<file path="src/hdl/tsq_pkg.sv">
// Shared constants, types and helpers of the timestamped slot queue.
package tsq_pkg;

    localparam int DEPTH   = 16;
    localparam int IDX_W   = (DEPTH > 1) ? $clog2(DEPTH) : 1;
    localparam int CNT_W   = $clog2(DEPTH + 1);
    localparam int DATA_W  = 32;
    localparam int STAMP_W = 32;

    localparam int IN_TDATA_W  = ((DATA_W + 7) / 8) * 8;
    localparam int OUT_FIELD_W = STAMP_W + CNT_W;
    localparam int OUT_TDATA_W = ((OUT_FIELD_W + 7) / 8) * 8;

    localparam logic [1:0] OP_ADD    = 2'd0;
    localparam logic [1:0] OP_REMOVE = 2'd1;
    localparam logic [1:0] OP_TICK   = 2'd2;

    localparam logic [1:0] ST_OK      = 2'd0;
    localparam logic [1:0] ST_FULL    = 2'd1;
    localparam logic [1:0] ST_EMPTY   = 2'd2;
    localparam logic [1:0] ST_MISSING = 2'd3;

    typedef logic [IDX_W-1:0]   t_idx;
    typedef logic [CNT_W-1:0]   t_cnt;
    typedef logic [DATA_W-1:0]  t_data;
    typedef logic [STAMP_W-1:0] t_stamp;

    typedef struct packed {
        t_idx   rd_addr;
        logic   slot_we;
        t_idx   slot_addr;
        t_data  slot_data;
        t_stamp slot_stamp;
        logic   link_we;
        t_idx   link_addr;
        t_idx   link_val;
    } t_mem_req;

    typedef struct packed {
        t_data  data;
        t_stamp stamp;
        t_idx   link;
    } t_mem_rsp;

    // Link value of a slot that was never rewritten: the following slot, wrapping.
    function automatic t_idx next_slot(input t_idx idx);
        t_idx res;
        if (idx == t_idx'(DEPTH - 1)) begin
            res = '0;
        end else begin
            res = idx + t_idx'(1);
        end
        return res;
    endfunction

endpackage

</file>
<file path="src/hdl/tsq_slot_store.sv">
// Slot storage: data word, time stamp and link of every slot, one read port.
module tsq_slot_store (
    input  logic              i_clk,
    input  logic              i_rst_n,
    input  tsq_pkg::t_mem_req i_req,
    output tsq_pkg::t_mem_rsp o_rsp
);
    import tsq_pkg::*;

    t_data  mem_data  [DEPTH];
    t_stamp mem_stamp [DEPTH];
    t_idx   mem_link  [DEPTH];

    logic [DEPTH-1:0] r_link_valid;
    t_data  r_rd_data;
    t_stamp r_rd_stamp;
    t_idx   r_rd_link;
    t_idx   r_rd_addr;
    logic   r_rd_valid;

    always_ff @(posedge i_clk) begin
        if (i_req.slot_we) begin
            mem_data[i_req.slot_addr]  <= i_req.slot_data;
            mem_stamp[i_req.slot_addr] <= i_req.slot_stamp;
        end
        if (i_req.link_we) begin
            mem_link[i_req.link_addr] <= i_req.link_val;
        end
        r_rd_data  <= mem_data[i_req.rd_addr];
        r_rd_stamp <= mem_stamp[i_req.rd_addr];
        r_rd_link  <= mem_link[i_req.rd_addr];
        r_rd_addr  <= i_req.rd_addr;
    end

    // A link never written since reset reads as its reset value.
    always_ff @(posedge i_clk) begin
        if (!i_rst_n) begin
            r_link_valid <= '0;
            r_rd_valid   <= 1'b0;
        end else begin
            if (i_req.link_we) begin
                r_link_valid[i_req.link_addr] <= 1'b1;
            end
            r_rd_valid <= r_link_valid[i_req.rd_addr];
        end
    end

    assign o_rsp.data  = r_rd_data;
    assign o_rsp.stamp = r_rd_stamp;
    assign o_rsp.link  = r_rd_valid ? r_rd_link : next_slot(r_rd_addr);

endmodule

</file>
<file path="src/hdl/timestamped_slot_queue.sv">
// Usage:
//   A pool of 16 slots on a free list and a used list, with a wrapping
//   32-bit tick counter. Input transfers carry the opcode in i_s_tuser
//   (add, remove matching word, tick) and the word in i_s_tdata. Every
//   input transfer yields exactly one output transfer: status in
//   o_m_tuser, elapsed ticks and occupancy in o_m_tdata.
//   One item is in work at a time; o_s_tready is low from acceptance until
//   the result has been loaded into the output register.
//   Steps per item: tick, an unused opcode or a full or empty outcome
//   goes straight to loading the result; add stores the word and stamp
//   and takes the free head's link, then links the slot to the used tail
//   unless that list was empty; remove searches the used list from its
//   head, and on a match unlinks the slot and appends it to the free list.
//   The result is loaded at the edge where o_s_tready returns.
//   The search walks the used list one slot per cycle through the single
//   read port of the slot store; unlinking takes up to three link writes.
//   Reset empties the used list, puts all slots on the free list, clears
//   the tick counter and o_m_tvalid; no clearing pass is needed. If the
//   receiver stalls, the result holds in the output register; the next
//   item can be accepted and worked meanwhile, and its result waits until
//   the register is free.
module timestamped_slot_queue (
    input  logic                             i_clk,
    input  logic                             i_rst_n,
    input  logic                             i_s_tvalid,
    output logic                             o_s_tready,
    input  logic [tsq_pkg::IN_TDATA_W-1:0]   i_s_tdata,  // [31:0] item_data
    input  logic [1:0]                       i_s_tuser,  // [1:0] opcode
    output logic                             o_m_tvalid,
    input  logic                             i_m_tready,
    output logic [tsq_pkg::OUT_TDATA_W-1:0]  o_m_tdata,  // elapsed_ticks, occupancy, zero pad
    output logic [1:0]                       o_m_tuser   // [1:0] status
);
    import tsq_pkg::*;

    localparam logic [2:0] S_IDLE = 3'd0;
    localparam logic [2:0] S_ADD1 = 3'd1;
    localparam logic [2:0] S_ADD2 = 3'd2;
    localparam logic [2:0] S_SRCH = 3'd3;
    localparam logic [2:0] S_UNL1 = 3'd4;
    localparam logic [2:0] S_UNL2 = 3'd5;
    localparam logic [2:0] S_UNL3 = 3'd6;
    localparam logic [2:0] S_DONE = 3'd7;

    logic [2:0] r_state, n_state;
    t_stamp r_time, n_time;
    t_idx   r_used_first, n_used_first;
    t_idx   r_used_last, n_used_last;
    t_idx   r_free_first, n_free_first;
    t_idx   r_free_last, n_free_last;
    t_cnt   r_count, n_count;
    logic   r_out_valid, n_out_valid;

    t_idx   r_cur, n_cur;
    t_idx   r_prev, n_prev;
    t_idx   r_next, n_next;
    t_idx   r_k, n_k;
    t_data  r_key, n_key;
    logic [1:0] r_status, n_status;
    t_stamp r_elapsed, n_elapsed;
    logic [1:0] r_out_status, n_out_status;
    t_stamp r_out_elapsed, n_out_elapsed;
    t_cnt   r_out_occ, n_out_occ;

    t_mem_req mem_req;
    t_mem_rsp mem_rsp;
    logic     in_xfer;
    logic     last_pos;

    tsq_slot_store u_store (
        .i_clk   (i_clk),
        .i_rst_n (i_rst_n),
        .i_req   (mem_req),
        .o_rsp   (mem_rsp)
    );

    assign o_s_tready = (r_state == S_IDLE);
    assign in_xfer    = i_s_tvalid && o_s_tready;
    assign last_pos   = ({{(CNT_W-IDX_W){1'b0}}, r_k} == (r_count - t_cnt'(1)));

    always_comb begin
        n_state       = r_state;
        n_time        = r_time;
        n_used_first  = r_used_first;
        n_used_last   = r_used_last;
        n_free_first  = r_free_first;
        n_free_last   = r_free_last;
        n_count       = r_count;
        n_out_valid   = r_out_valid && !i_m_tready;
        n_cur         = r_cur;
        n_prev        = r_prev;
        n_next        = r_next;
        n_k           = r_k;
        n_key         = r_key;
        n_status      = r_status;
        n_elapsed     = r_elapsed;
        n_out_status  = r_out_status;
        n_out_elapsed = r_out_elapsed;
        n_out_occ     = r_out_occ;

        mem_req            = '0;
        mem_req.rd_addr    = r_cur;
        mem_req.slot_addr  = r_cur;
        mem_req.slot_data  = i_s_tdata[DATA_W-1:0];
        mem_req.slot_stamp = r_time;
        mem_req.link_addr  = r_cur;

        unique case (r_state)
            S_IDLE: begin
                if (in_xfer) begin
                    n_key     = i_s_tdata[DATA_W-1:0];
                    n_status  = ST_OK;
                    n_elapsed = '0;
                    n_state   = S_DONE;
                    unique case (i_s_tuser)
                        OP_ADD: begin
                            if (r_count == t_cnt'(DEPTH)) begin
                                n_status = ST_FULL;
                            end else begin
                                // Fetch the free head's link, store the word and stamp.
                                mem_req.rd_addr   = r_free_first;
                                mem_req.slot_we   = 1'b1;
                                mem_req.slot_addr = r_free_first;
                                n_cur             = r_free_first;
                                n_state           = S_ADD1;
                            end
                        end
                        OP_REMOVE: begin
                            if (r_count == '0) begin
                                n_status = ST_EMPTY;
                            end else begin
                                mem_req.rd_addr = r_used_first;
                                n_cur           = r_used_first;
                                n_k             = '0;
                                n_state         = S_SRCH;
                            end
                        end
                        OP_TICK: begin
                            n_time = r_time + t_stamp'(1);
                        end
                        default: begin
                        end
                    endcase
                end
            end
            S_ADD1: begin
                if ((r_count + t_cnt'(1)) < t_cnt'(DEPTH)) begin
                    n_free_first = mem_rsp.link;
                end
                mem_req.link_we  = 1'b1;
                mem_req.link_val = '0;
                if (r_count == '0) begin
                    n_used_first = r_cur;
                    n_used_last  = r_cur;
                    n_count      = r_count + t_cnt'(1);
                    n_state      = S_DONE;
                end else begin
                    n_state = S_ADD2;
                end
            end
            S_ADD2: begin
                // Append to the used tail.
                mem_req.link_we   = 1'b1;
                mem_req.link_addr = r_used_last;
                mem_req.link_val  = r_cur;
                n_used_last       = r_cur;
                n_count           = r_count + t_cnt'(1);
                n_state           = S_DONE;
            end
            S_SRCH: begin
                if (mem_rsp.data == r_key) begin
                    n_elapsed = r_time - mem_rsp.stamp;
                    n_next    = mem_rsp.link;
                    n_state   = S_UNL1;
                end else if (last_pos) begin
                    n_status = ST_MISSING;
                    n_state  = S_DONE;
                end else begin
                    // Follow the link: the next slot is read in this cycle.
                    mem_req.rd_addr = mem_rsp.link;
                    n_prev          = r_cur;
                    n_cur           = mem_rsp.link;
                    n_k             = r_k + t_idx'(1);
                end
            end
            S_UNL1: begin
                if (r_k == '0) begin
                    n_used_first = r_next;
                end else begin
                    mem_req.link_we   = 1'b1;
                    mem_req.link_addr = r_prev;
                    mem_req.link_val  = r_next;
                    if (last_pos) begin
                        n_used_last = r_prev;
                    end
                end
                n_state = S_UNL2;
            end
            S_UNL2: begin
                mem_req.link_we  = 1'b1;
                mem_req.link_val = '0;
                if (r_count == t_cnt'(DEPTH)) begin
                    // Free list was empty: the freed slot is head and tail.
                    n_free_first = r_cur;
                    n_free_last  = r_cur;
                    n_count      = r_count - t_cnt'(1);
                    n_state      = S_DONE;
                end else begin
                    n_state = S_UNL3;
                end
            end
            S_UNL3: begin
                mem_req.link_we   = 1'b1;
                mem_req.link_addr = r_free_last;
                mem_req.link_val  = r_cur;
                n_free_last       = r_cur;
                n_count           = r_count - t_cnt'(1);
                n_state           = S_DONE;
            end
            S_DONE: begin
                // Load the result once the output register is free.
                if (!r_out_valid || i_m_tready) begin
                    n_out_valid   = 1'b1;
                    n_out_status  = r_status;
                    n_out_elapsed = r_elapsed;
                    n_out_occ     = r_count;
                    n_state       = S_IDLE;
                end
            end
            default: begin
                n_state = S_IDLE;
            end
        endcase
    end

    always_ff @(posedge i_clk) begin
        if (!i_rst_n) begin
            r_state      <= S_IDLE;
            r_time       <= '0;
            r_used_first <= '0;
            r_used_last  <= '0;
            r_free_first <= '0;
            r_free_last  <= t_idx'(DEPTH - 1);
            r_count      <= '0;
            r_out_valid  <= 1'b0;
        end else begin
            r_state      <= n_state;
            r_time       <= n_time;
            r_used_first <= n_used_first;
            r_used_last  <= n_used_last;
            r_free_first <= n_free_first;
            r_free_last  <= n_free_last;
            r_count      <= n_count;
            r_out_valid  <= n_out_valid;
        end
    end

    always_ff @(posedge i_clk) begin
        r_cur         <= n_cur;
        r_prev        <= n_prev;
        r_next        <= n_next;
        r_k           <= n_k;
        r_key         <= n_key;
        r_status      <= n_status;
        r_elapsed     <= n_elapsed;
        r_out_status  <= n_out_status;
        r_out_elapsed <= n_out_elapsed;
        r_out_occ     <= n_out_occ;
    end

    assign o_m_tvalid = r_out_valid;
    assign o_m_tuser  = r_out_status;
    assign o_m_tdata  = {{(OUT_TDATA_W-OUT_FIELD_W){1'b0}}, r_out_occ, r_out_elapsed};

endmodule

</file>
<file path="config.mk">
export PLATFORM = sky130hd
export DESIGN_NAME = timestamped_slot_queue
export DESIGN_NICKNAME = d
export VERILOG_FILES = /design/src/hdl/tsq_pkg.sv /design/src/hdl/tsq_slot_store.sv /design/src/hdl/timestamped_slot_queue.sv
export SDC_FILE = /design/constraint.sdc
export NUM_CORES = 2
export LEC_CHECK = 0
export CELL_PAD_IN_SITES_DETAIL_PLACEMENT = 0
export CELL_PAD_IN_SITES_GLOBAL_PLACEMENT = 1
export CORE_ASPECT_RATIO = 1.2
export CORE_MARGIN = 5
export CORE_UTILIZATION = 58
export CTS_CLUSTER_DIAMETER = 200
export DETAILED_ROUTE_END_ITERATION = 10
export DONT_BUFFER_PORTS = 1
export HOLD_SLACK_MARGIN = 0.02
export PLACE_DENSITY = 0.91
export SLEW_MARGIN = 0
export SYNTH_ARGS = -nofsm -noshare
export SYNTH_HDL_FRONTEND = slang
export SYNTH_SLANG_ARGS = --single-unit
export TNS_END_PERCENT = 50
</file>
<file path="constraint.sdc">
create_clock -name i_clk -period 10.9 [get_ports i_clk]
set_input_delay 1.09 -clock i_clk [delete_from_list [all_inputs] [get_ports i_clk]]
set_output_delay 1.09 -clock i_clk [all_outputs]
set_load 0.005 [all_outputs]
</file>
== After elaboration in Yosys (flattened, before gate mapping) ==
Memories as Yosys holds them, arrays and structs flattened. A register that Yosys moved wholly into a read port is not among the register bits.
Cells that the tools add are included.

* Register bits: 199
* Latch bits: 0
* RAM bits: 1088
* Memory bits (read-only): 0
* Output and inout port bits: 44
* Memories kept: 3

* Add/subtract/negate cells: 6
* Multiply operators: 0
* Divide/modulo/power cells: 0
* Order comparisons: 4
* Equal/unequal tests: 29
* Shift-type cells: 0
* Multiplexer cells: 68
* Bitwise operators: 3
* Reductions and logical operators: 33

{| class="wikitable"
|+ Memory list
! memory !! words !! bits a word !! rd ports !! clocked after Yosys merged registers in !! wr ports !! RTL line !! source
|-
| u_store.mem_data || 16 || 32 || 1 || 1 || 1 || tsq_slot_store.sv:10 || <nowiki>t_data mem_data [DEPTH];</nowiki>
|-
| u_store.mem_stamp || 16 || 32 || 1 || 1 || 1 || tsq_slot_store.sv:11 || <nowiki>t_stamp mem_stamp [DEPTH];</nowiki>
|-
| u_store.mem_link || 16 || 4 || 1 || 1 || 1 || tsq_slot_store.sv:12 || <nowiki>t_idx mem_link [DEPTH];</nowiki>
|}

{| class="wikitable"
|+ Operator list
! operator !! number
|-
| 4-bit two-way mux || 18
|-
| 4-bit one-hot mux with 2 select lines || 9
|-
| 32-bit two-way mux || 2
|-
| 32-bit one-hot mux with 2 select lines || 1
|-
| 32-bit by 1-bit adder with 32-bit output, second input constant || 1
|-
| 32-bit == test || 1
|-
| 32-bit subtractor || 1
|-
| 9-bit two-way mux || 3
|-
| 2-bit != test, second input constant || 12
|-
| 4-bit one-hot mux with 3 select lines || 2
|-
| 3-bit two-way mux || 7
|-
| 3-bit one-hot mux with 7 select lines || 1
|-
| 5-bit two-way mux || 4
|-
| 5-bit one-hot mux with 4 select lines || 1
|-
| 3-bit AND reduction || 6
|-
| 16-bit bitwise OR || 1
|-
| 3-bit == test, second input constant || 4
|-
| 2-bit AND reduction || 6
|-
| 4-bit by 5-bit less-than comparator with 1-bit output, second input constant || 2
|-
| 1-bit two-way mux || 10
|-
| 4-bit by 1-bit adder with 4-bit output, second input constant || 2
|-
| 2-bit two-way mux || 4
|-
| 2-bit one-hot mux with 2 select lines || 2
|-
| 4-bit AND reduction || 2
|-
| other kinds (32) || 41
|}

== Logic depth before layout (Yosys ltp) ==
* Depth in word-level cells: 8
* Mapped depth: 17
* Depth with buffers taken out: 13

== Hierarchy ==
A second synthesis with hierarchy kept.

* Cell total of the unflattened synthesis: 2784
* Area, all modules: 52644.2 um^2

{| class="wikitable"
|+ By module, submodules not included
! module !! instances !! cells each !! area an instance (um^2) !! seq. area each (um^2)
|-
| tsq_slot_store || 1 || 1842 || 42988.7 || 34453.0
|-
| timestamped_slot_queue || 1 || 942 || 9655.5 || 4774.6
|}

== Worst setup path before layout ==
Ideal clock, no wire load.

* Path type: in2reg
* Start: in i_s_tvalid
* End: mem u_store.mem_data[0][0] in the netlist's numbering, enable pin
* Setup time: 487 ps
* Data arrival time: 5357 ps
* Path slack: 5057 ps
* Stages on the path: 7
* Path buffers: 1
* Path through: or4b_1 buf_2 or3_1 nor2_1 mux2i_1 nand2_1 nor2_1

* Longest elaborated chain between the ends: 5

{| class="wikitable"
|+ RTL lines
! what !! RTL line !! source
|-
| from (decl) || timestamped_slot_queue.sv:25 || <nowiki>input logic i_s_tvalid,</nowiki>
|-
| 1-bit logical AND * || timestamped_slot_queue.sv:78 || <nowiki>assign in_xfer = i_s_tvalid && o_s_tready;</nowiki>
|-
| 9-bit two-way mux * || timestamped_slot_queue.sv:110 || <nowiki>if (in_xfer) begin</nowiki>
|-
| 5-bit two-way mux * || timestamped_slot_queue.sv:108 || <nowiki>unique case (r_state)</nowiki>
|-
| 1-bit two-way mux || tsq_slot_store.sv:22 || <nowiki>if (i_req.slot_we) begin</nowiki>
|-
| 1-bit two-way mux (not written as such) || tsq_slot_store.sv:23 || <nowiki>mem_data[i_req.slot_addr] <= i_req.slot_data;</nowiki>
|-
| to (decl) || tsq_slot_store.sv:10 ||
|}

Every way passes the cells marked *; elsewhere a longest branch is shown, timed or not.

== Worst setup path after layout ==
* Start: reg r_key[22]
* End: reg u_store.r_rd_data[6] (read register of u_store.mem_data)

* Longest elaborated chain between the ends: 3

{| class="wikitable"
|+ RTL lines
! what !! RTL line !! source
|-
| from (decl) || timestamped_slot_queue.sv:58 || <nowiki>t_data r_key, n_key;</nowiki>
|-
| from (signal assigned) || timestamped_slot_queue.sv:263 || <nowiki>r_key <= n_key;</nowiki>
|-
| 32-bit == test || timestamped_slot_queue.sv:171 || <nowiki>if (mem_rsp.data == r_key) begin</nowiki>
|-
| 4-bit two-way mux || - ||
|-
| 4-bit one-hot mux with 2 select lines || timestamped_slot_queue.sv:108 ||
|-
| to (decl) || tsq_slot_store.sv:15 || <nowiki>t_data r_rd_data;</nowiki>
|}

No other way between the ends.
A chain may end at the register's enable or synchronous reset.

==> impl_metrics.py <==
metrics = {
    "worst_setup_path": {
        "start_kind": "register",
        "crit_path_frequent_cell": "mux2i_1",
        "cpPeakStageDelay_ns": 0.82,
        "crit_chain": "xor2_1 -> nor4_1 -> nand4_1 -> o21ai_1 -> mux2i_1 -> a21o_4 -> inv_16 -> buf_12 -> mux2i_1 -> mux2_2 -> o32ai_1 -> a221o_1",
        "ff2ff_setup_slack_ns": 5.04,
        "crit_buf_inv": 2,
        "crit_fanout": 198,
        "critPathTopFamily": "compound AO/OA/AOI/OAI gates",
        "r2r-start": "r_key[22]",
        "cp_slowest_cell": "nor4_1",
        "r2r_cells": 12,
        "r2r_end": "u_store.r_rd_data[6]",
        "required_ns": 11.52,
        "critPathKind": "register to register",
        "cp.arrival_ns": 6.48,
        "end_kind": "register",
    },
    "layout": {
        "area_growth_pct": 9.668,
        "drive_above_1_share_pct": 8.872,
        "n_fill_cell": 6496,
        "multi_input_area_sq_um": 14080,
        "final_cell_mix": "edfxtp_1, nand2_1, a211oi_1, mux2i_1, nor2_1",
        "final_nets": 3792,
        "final_common_cell": "edfxtp_1",
        "regArea_sq_um": 39230,
    },
    "pwr": {
        "p_int_mw": 10.22,
        "leakagePower_nw": 20.50,
        "switchingPower_mw": 5.058,
        "powerDensity_nw_per_um2": 255.9,
        "seqPwrFrac_pct": 40.9,
        "vdd_ir_drop_max_v": 0.0003725,
        "fin_total_pwr_mw": 15.28,
        "swShare_pct": 33.10,
        "pwr-share-comb_pct": 30.2,
        "clkPwrFrac_pct": 28.9,
    },
    "timing": {
        "max_slew_margin_pct": 8.585,
        "period_minus_slack_ns": 5.863,
        "hold_viol_final": 0,
        "fmax_mhz": 170.6,
        "finClkSkew_ns": 0.02631,
        "setup_viol_count_final": 0,
        "worstMarginPinSlew_ns": 1.371,
        "rsz0062_at_grt": "no",
        "fin_tns_setup_ns": 0,
        "fin_crit_sh_pct": 53.79,
        "drv_slew": 0,
    },
    "floorplanning": {
        "core_region_area_sq_um": 93420,
        "fp.dieW_um": 289.7,
        "num_rows": 123,
        "initial_core_util_pct": 58.29,
        "dieArea_sq_um": 100100,
        "fp.dieH_um": 345.6,
        "num_io_pins": 82,
    },
    "drt": {
        "wl_met1_um": 49990,
        "wl_per_cell_um": 24.30,
        "dr.pass1.iters": 6,
        "num_vias": 31510,
        "drt_wl_total_um": 123200,
        "route.detailed.drc": 0,
        "top_layer": "met4",
        "drtAntennaViolNets": 0,
        "wl_met3_um": 9760,
        "vias_per_cell": 6.213,
        "dr.first_iter.drc_count": 3053,
        "wl_met2_um": 59790,
    },
    "clocking": {
        "cts_resized": 0,
        "cts_hold_buf": 0,
        "cts_buffers": 130,
        "cts_tree": "yes",
        "worstSkewPairLatency_ns": 0.74,
        "clk_pin_slew_ns": 0.06,
        "root_buffer": "clkbuf_16",
        "post_cts_buffers": 0,
        "ctsHtreeMaxLevel": 4,
        "clock_sinks": 1355,
        "ctsLongestPathBuffers": 3,
    },
    "synth": {
        "yosysSeqAreaShare_pct": 72.05,
        "synthCells": 3764,
        "synthDistinctLibCells": 73,
        "synth_xor_area_share_pct": 1.576,
        "synthMuxAreaShare_pct": 4.513,
        "async_reset_ff_share_pct": 0,
        "yosys.area_share.adder_pct": 0.8870,
        "ys_warn_count": 0,
        "synth-edff-count": 1209,
        "ys.flop_type": "edfxtp_1",
        "synth_top_family_by_area": "compound AO/OA/AOI/OAI gates",
        "syn_avg_cell_area_sq_um": 14.47,
        "synth_compound_area_share_pct": 9.419,
        "synth_seq_cells": 1355,
        "synth_area_sq_um": 54450,
        "yosys.area_share.simple_pct": 9.116,
    },
    "grt": {
        "grt_pass1_vias": 30490,
        "grt_pass1_wl_um": 184800,
        "grt_max_degree": 243,
        "antenna_found_initial": 0,
        "track_usage_pct": 24.17,
        "overflow": 0,
    },
    "min_path": {
        "hold_end": "r_out_elapsed[6]",
        "min_from": "r_elapsed[6]",
        "hold_depth": 0,
        "hold_class": "register to register",
    },
    "run": {
        "maxCapViolCount": 0,
    },
    "place": {
        "gp_congestion": 0.8534,
        "io_buffers": 0,
        "hpwl_um": 62190,
    },
    "run_status": {
        "outcome": "completed",
    },
}
==> area by class of cell <==
class | count | share of cell area (%)
repair buffers | 47 | 0.6747
clock buffers | 189 | 5.991
flip-flops and latches | 1355 | 65.69
clock inverters | 48 | 1.052
multi-input cells | 2124 | 23.57
diodes | 1 | 0.004191
well taps | 1250 | 2.619
inverters | 58 | 0.3918
==> worst max-delay path by stage <==
stage	startpoint	to	slack, ns	depth (start not counted)
2_1_floorplan	i_s_tvalid	u_store.mem_data[0][0]	5.06	7
3_3_place_gp	r_key[2]	u_store.r_rd_data[26]	5.45	12
3_5_place_dp	r_key[2]	u_store.r_rd_stamp[0]	5.41	12
4_1_cts	r_key[2]	u_store.r_rd_data[29]	5.38	12
5_1_grt	r_key[2]	u_store.r_rd_stamp[12]	5.03	12
6_report	r_key[22]	u_store.r_rd_data[6]	5.04	12
==> per-layer routing <==
layer,GRT usage [%],vias to the layer above
met5,0,-
met4,7.510,0
met3,5.069,251
met2,39.08,1318
met1,33.39,15720
li1,-,14220
==> Yosys cell counts (11+ instances only) <==
master    count  area, sq um
nand2_1     476         1787
and2_0      100        625.6
xor2_1       65        569.3
nand3_1      29        145.1
xnor2_1      33        289.0
nor3_1       14        70.07
a21o_1       16        120.1
buf_6        18        202.7
o32ai_1      68        595.6
dfxtp_1     146         2923
edfxtp_1   1209        36300
and2_1      113        706.9
mux2_2       76        855.8
ha_1         37        462.9
nand2b_1     11        68.82
buf_2        55        275.3
and3_1       81        506.7
a211oi_1    212         1592
a21oi_1      50        250.2
nor2_1      172        645.6
clkbuf_1    131        491.7
a221o_1      74        740.7
mux2i_1     160         1602
inv_1        55        206.5
o21ai_0      45        225.2
a31oi_1     141        882.1
nor2b_1      11        68.82
==> power by group through the flow <==
stage	clock network, mW	logic [mW]	registers, mW
2_1_floorplan	0	3.47	6.25
3_3_place_gp	0	4.46	6.35
3_5_place_dp	0	4.54	6.35
4_1_cts	4.48	4.57	6.25
5_1_grt	4.70	4.97	6.28
6_report	4.42	4.61	6.25
==> worst reg2reg max path, stage by stage (launching register included) <==
cell and delay, ns:
edfxtp_1 0.37, xor2_1 0.17, nor4_1 0.82, nand4_1 0.47
o21ai_1 0.52, mux2i_1 0.19, a21o_4 0.42, inv_16 0.43
buf_12 0.96, mux2i_1 0.83, mux2_2 0.21, o32ai_1 0.09
a221o_1 0.28
==> sequential cells by signal, indices dropped and copies added, names as in the netlist, 5 cells and up <==
signal                flops
u_store.mem_data        512
u_store.mem_stamp       512
u_store.mem_link         64
r_elapsed                32
r_key                    32
r_out_elapsed            32
r_time                   32
u_store.r_rd_data        32
u_store.r_rd_stamp       32
u_store.r_link_valid     16
r_count                   5
r_out_occ                 5
==> per-stage QoR <==
stage               hold WS, ns  instance area, sq um  setup WS (ns)  instances  utilization [%]
floorplan                0.4003                 54460          5.057       3766                -
global placement         0.4029                 55500          5.450       4834            59.42
detailed placement       0.4045                 55500          5.414       4834            59.42
CTS                      0.3892                 59710          5.379       5071            63.92
global route             0.3937                 59710          5.034       5071            63.92
finish                   0.4154                 59710          5.037       5072            63.92
==> cell families after synthesis <==
group                      Yosys count
DFF                               1355
and+or+nand+nor                   1054
AOI/OAI and AO/OA                  695
buffers and inverters              287
muxes                              236
xor gates and xnor gates            98
adders and majority gates           38
other                                1
Power figures use the tool's default switching activity.
